[src/design/pcp_pkg.sv]
// Shared constants and types for the point camera projection and crop block.
package pcp_pkg;

  // Fixed field widths of the stream and configuration ports.
  localparam int unsigned CoefW    = 32;
  localparam int unsigned PointW   = 32;
  localparam int unsigned CfgDataW = 64;
  localparam int unsigned CfgIdxW  = 3;
  localparam int unsigned DimRegW  = 13;
  localparam int unsigned PixW     = 12;
  localparam int unsigned InDataW  = 96;
  localparam int unsigned OutDataW = 32;

  // Configuration register indexes.
  typedef enum logic [CfgIdxW-1:0] {
    CFG_ROW0_XY = 3'd0,
    CFG_ROW0_ZT = 3'd1,
    CFG_ROW1_XY = 3'd2,
    CFG_ROW1_ZT = 3'd3,
    CFG_ROW2_XY = 3'd4,
    CFG_ROW2_ZT = 3'd5,
    CFG_WIDTH   = 3'd6,
    CFG_HEIGHT  = 3'd7
  } cfg_idx_e;

endpackage

[src/design/pcp_div.sv]
// Pipelined restoring divider, one quotient bit per stage, with an overflow flag.
module pcp_div import pcp_pkg::*; #(
  parameter int unsigned MAG_W = 50,
  parameter int unsigned QB    = 12
) (
  input  logic             clk_i,
  input  logic             en_i,
  input  logic [MAG_W-1:0] num_i,
  input  logic [MAG_W-1:0] den_i,
  output logic [QB-1:0]    quot_o,
  output logic             ovf_o
);

  localparam int unsigned CmpW = MAG_W + QB;

  logic [MAG_W-1:0] rem_in  [QB];
  logic [MAG_W-1:0] den_in  [QB];
  logic [QB-1:0]    quot_in [QB];
  logic             ovf_in  [QB];
  logic [MAG_W-1:0] rem_q   [QB];
  logic [MAG_W-1:0] den_q   [QB];
  logic [QB-1:0]    quot_q  [QB];
  logic             ovf_q   [QB];

  // The quotient does not fit in QB bits when num >= den * 2^QB.
  assign rem_in[0]  = num_i;
  assign den_in[0]  = den_i;
  assign quot_in[0] = '0;
  assign ovf_in[0]  = CmpW'(num_i) >= (CmpW'(den_i) << QB);

  for (genvar k = 0; k < QB; k++) begin : g_stage
    localparam int unsigned Bit = QB - 1 - k;
    logic [CmpW-1:0] dsh;
    logic            take;

    if (k > 0) begin : g_link
      assign rem_in[k]  = rem_q[k-1];
      assign den_in[k]  = den_q[k-1];
      assign quot_in[k] = quot_q[k-1];
      assign ovf_in[k]  = ovf_q[k-1];
    end

    // Trial subtraction of the shifted divisor for this quotient bit.
    assign dsh  = CmpW'(den_in[k]) << Bit;
    assign take = CmpW'(rem_in[k]) >= dsh;

    always_ff @(posedge clk_i) begin
      if (en_i) begin
        rem_q[k]  <= take ? MAG_W'(CmpW'(rem_in[k]) - dsh) : rem_in[k];
        den_q[k]  <= den_in[k];
        quot_q[k] <= quot_in[k] | (QB'(take) << Bit);
        ovf_q[k]  <= ovf_in[k];
      end
    end
  end

  assign quot_o = quot_q[QB-1];
  assign ovf_o  = ovf_q[QB-1];

endmodule

[config.mk]
export PLATFORM = sky130hd
export DESIGN_NAME = pcp_div
export DESIGN_NICKNAME = d
export VERILOG_FILES = /design/src/design/pcp_pkg.sv /design/src/design/pcp_div.sv
export SDC_FILE = /design/constraint.sdc
export NUM_CORES = 2
export LEC_CHECK = 0
export BUFFER_PORTS_ARGS = -buffer_cell sky130_fd_sc_hd__buf_2
export CORE_MARGIN = 5
export CORE_UTILIZATION = 25
export CTS_BUF_LIST = sky130_fd_sc_hd__clkbuf_2
export DETAILED_ROUTE_END_ITERATION = 8
export GPL_TIMING_DRIVEN = 0
export HOLD_SLACK_MARGIN = 0.12
export SLEW_MARGIN = 20
export SYNTH_ARGS = -nofsm -noshare
export SYNTH_HDL_FRONTEND = slang
export SYNTH_SLANG_ARGS = --single-unit
[constraint.sdc]
create_clock -name clk_i -period 4.5 [get_ports clk_i]
set_input_delay 0.45 -clock clk_i [delete_from_list [all_inputs] [get_ports clk_i]]
set_output_delay 0.45 -clock clk_i [all_outputs]
set_load 0.01 [all_outputs]
==> results.sh <==
export IMPL_status="complete, but fails checks"
export IMPL_violations="negative setup slack"
export IMPL_dr_pass1_iters=5
export IMPL_slew_violations=0
export IMPL_drt_iter0_drc=3165
export IMPL_grt_pass1_wl_um=279000
export IMPL_antenna_found_initial=4
export IMPL_period_needed_ps=4520
export IMPL_grt_use_total=0.117
export IMPL_dp_cells=10500
export IMPL_synth_nets=7316
export IMPL_vias=51800
export IMPL_clk_insertion_delay_late_ps=1680
export IMPL_htree_levels=5
export IMPL_grt_pass1_vias=51700
export IMPL_fmax_ghz=0.221
export IMPL_synth_edf_count=1190
export IMPL_finClkSkew_ps=153
export IMPL_leakagePower_nw=34.3
export IMPL_syn_area_per_cell_um2=10.8
export IMPL_syn_inst=6631
export IMPL_critPathRequiredTime_ps=5860
export IMPL_dp_hpwl_um=137000
export IMPL_cts_sinks=1190
export IMPL_die_area_um2=296000
export IMPL_grt_max_degree=152
export IMPL_period_share=1.00
export IMPL_clockBufferDepth=4
export IMPL_remaining_drc_errors=0
export IMPL_nets=8065
export IMPL_syn2layout_area_growth_pct=16.3
export IMPL_slew_limit_headroom=0.155
export IMPL_max_slew_worst_pin_slew_ps=1260
export IMPL_design_area_um2=83000
export IMPL_io_buffers=114
export IMPL_synth_seq_cells=1190
export IMPL_cap_violations=0
export IMPL_hp_class="reg -> reg"
export IMPL_fin_ws_ps=-18.6
export IMPL_synthTopCellsByCount="edfxtp_1 (1190), inv_1 (667), ha_1 (572)"
export IMPL_wirelength_um=178000
export IMPL_peakVddDrop_mv=0.220
export IMPL_cts_root_buf="clkbuf_2"
export IMPL_yosysMostFrequentCell="edfxtp_1"
export IMPL_die_w_um=544
export IMPL_wl_per_cell_um=15.7
export IMPL_postSynth_asyncResetShare=0
export IMPL_clkTransAtPathRegs_ps=110
export IMPL_yosys_warnings=0
export IMPL_final_antenna_net_count=0
export IMPL_stdcell_count=11300
export IMPL_ys_types=97
export IMPL_finish_utilization=0.292
export IMPL_overflow=0
export IMPL_synth_area_um2=71300
export IMPL_core_rowCount=196
export IMPL_hold_slack_ps=392
export IMPL_core_area_um2=284000
export IMPL_synth_area_leaders="edfxtp_1 (50%), ha_1 (10%), a21oi_1 (3.7%)"
export IMPL_synth_top_flop_cell="edfxtp_1"
export IMPL_cp_max_fo=10
export IMPL_synth_area_leader_cell="edfxtp_1"
export IMPL_synth_seq_area_share=0.501
export IMPL_crit_path_start_kind="input port"
export IMPL_dpl_cell_area_um2=76900
export IMPL_cts_buffers=310
export IMPL_tritoncts="done"
export IMPL_drive_above_1_share=0.122
export IMPL_ios=115
export IMPL_hold_viol=0
export IMPL_start_util=0.251
export IMPL_vias_per_cell=4.57
export IMPL_endpoint_kind="register"
export IMPL_critical_path_arrival_ps=5880
export IMPL_gp_congestion=0.992
export IMPL_synth_top_cell_area_share=0.501
export IMPL_die_h_um=544
export IMPL_critical_path_class="in -> reg"
export IMPL_power_density_nw_per_um2=321
export IMPL_setup_viol=2
==> sequential cells by signal (all words and copies together), names as in the netlist <==
register  count
ovf_q        12
rem_q       550
quot_q       78
den_q       550
==> where the power goes <==
part | leakage, nW | internal, W | switching, W
Combinational | 20.6 | 0.00254 | 0.00346
Clock | 2.03 | 0.00283 | 0.00429
Sequential | 11.7 | 0.0131 | 0.000482
Total | 34.3 | 0.0184 | 0.00824
==> worst max-delay path: stages <==
cell and delay (ps):
dlygate4sd3_1 530, dlygate4sd3_1 540, buf_2 100, dlygate4sd3_1 590, inv_1 80, ha_1 270, clkbuf_1 300, nand4_1 180
nor2_1 270, nand3_1 260, nor4_2 690, nor2_1 140, a21o_2 310, buf_4 230, buf_4 190, nand2_1 60
dlygate4sd3_1 550, o21ai_0 130
==> per-stage QoR <==
step / total power, W / setup WS [ps] / setup TNS (ps)
3_3_place_gp: 0.0198 / -15150 / -
4_1_cts: 0.0270 / 2.85 / 0
3_5_place_dp: 0.0195 / -674 / -128080
6_report: 0.0267 / -18.6 / -19.1
2_1_floorplan: 0.0178 / 710 / 0
5_1_grt: 0.0284 / -69.1 / -197
==> layer usage <==
metal,GRT usage,part of all wire
met5,0,0
met4,0.0763,0.064
met2,0.186,0.44
met1,0.149,0.45
met3,0.0173,0.042
==> worst paths after layout <==
check             slack (ps)  cells after the start    startpoint      endpoint
setup / recovery         -20                     18     den_i[22]  rem_q[0][39]
hold / removal           390                      0  den_q[3][46]  den_q[4][46]
setup reg to reg         110                     11  rem_q[4][27]  rem_q[5][28]
hold reg to reg          390                      0  den_q[3][46]  den_q[4][46]
==> area by class of cell <==
class	instances	area, um^2
clock inverter	86	484
antenna	5	12.5
multi-input combinational	4572	32500
sequential	1190	35700
buffer	197	918
fill	29200	201000
clock buffer	425	2130
timing repair buffer	440	4010
inverter	669	2510
tap	3762	4710
==> kinds of logic after synthesis <==
logic type               Yosys count  share of synthesized area
XOR/XNOR                         416                     0.0511
AND/OR/NAND/NOR                 1477                     0.0991
adder cells (fa/ha/maj)          583                      0.103
flip-flops                      1190                      0.501
multiplexers                     203                     0.0320
buffers and inverters            869                     0.0475
AO/OA/AOI/OAI                   1893                      0.166
==> repair_timing <==
item                                    CTS  global route
pin swaps                                 5             9
hold buffers                            303             5
resized for setup                        37            39
hold endpoints to repair                465             2
setup buffers                             3             5
endpoints found under the setup margin  354           292
==> placed cells by master, fill, tap and decap left out, types with 38 or more instances in the layout <==
master / n
xnor2_1: 248
nor2_1: 306
dlygate4sd3_1: 307
ha_1: 572
edfxtp_1: 1190
clkbuf_2: 431
nand2b_1: 80
a21o_1: 294
o31ai_1: 50
nand2_1: 536
nand4_1: 109
nor4_1: 38
buf_2: 144
clkbuf_1: 132
xor2_1: 168
a31oi_1: 61
o21bai_1: 69
and3_1: 47
a211oi_1: 45
inv_1: 667
mux2_2: 181
o21ai_0: 504
clkinv_1: 54
nor3_1: 59
nor2b_1: 65
a21oi_1: 534
o21a_1: 62
nand3_1: 93
(Power assumes the default switching activity.)
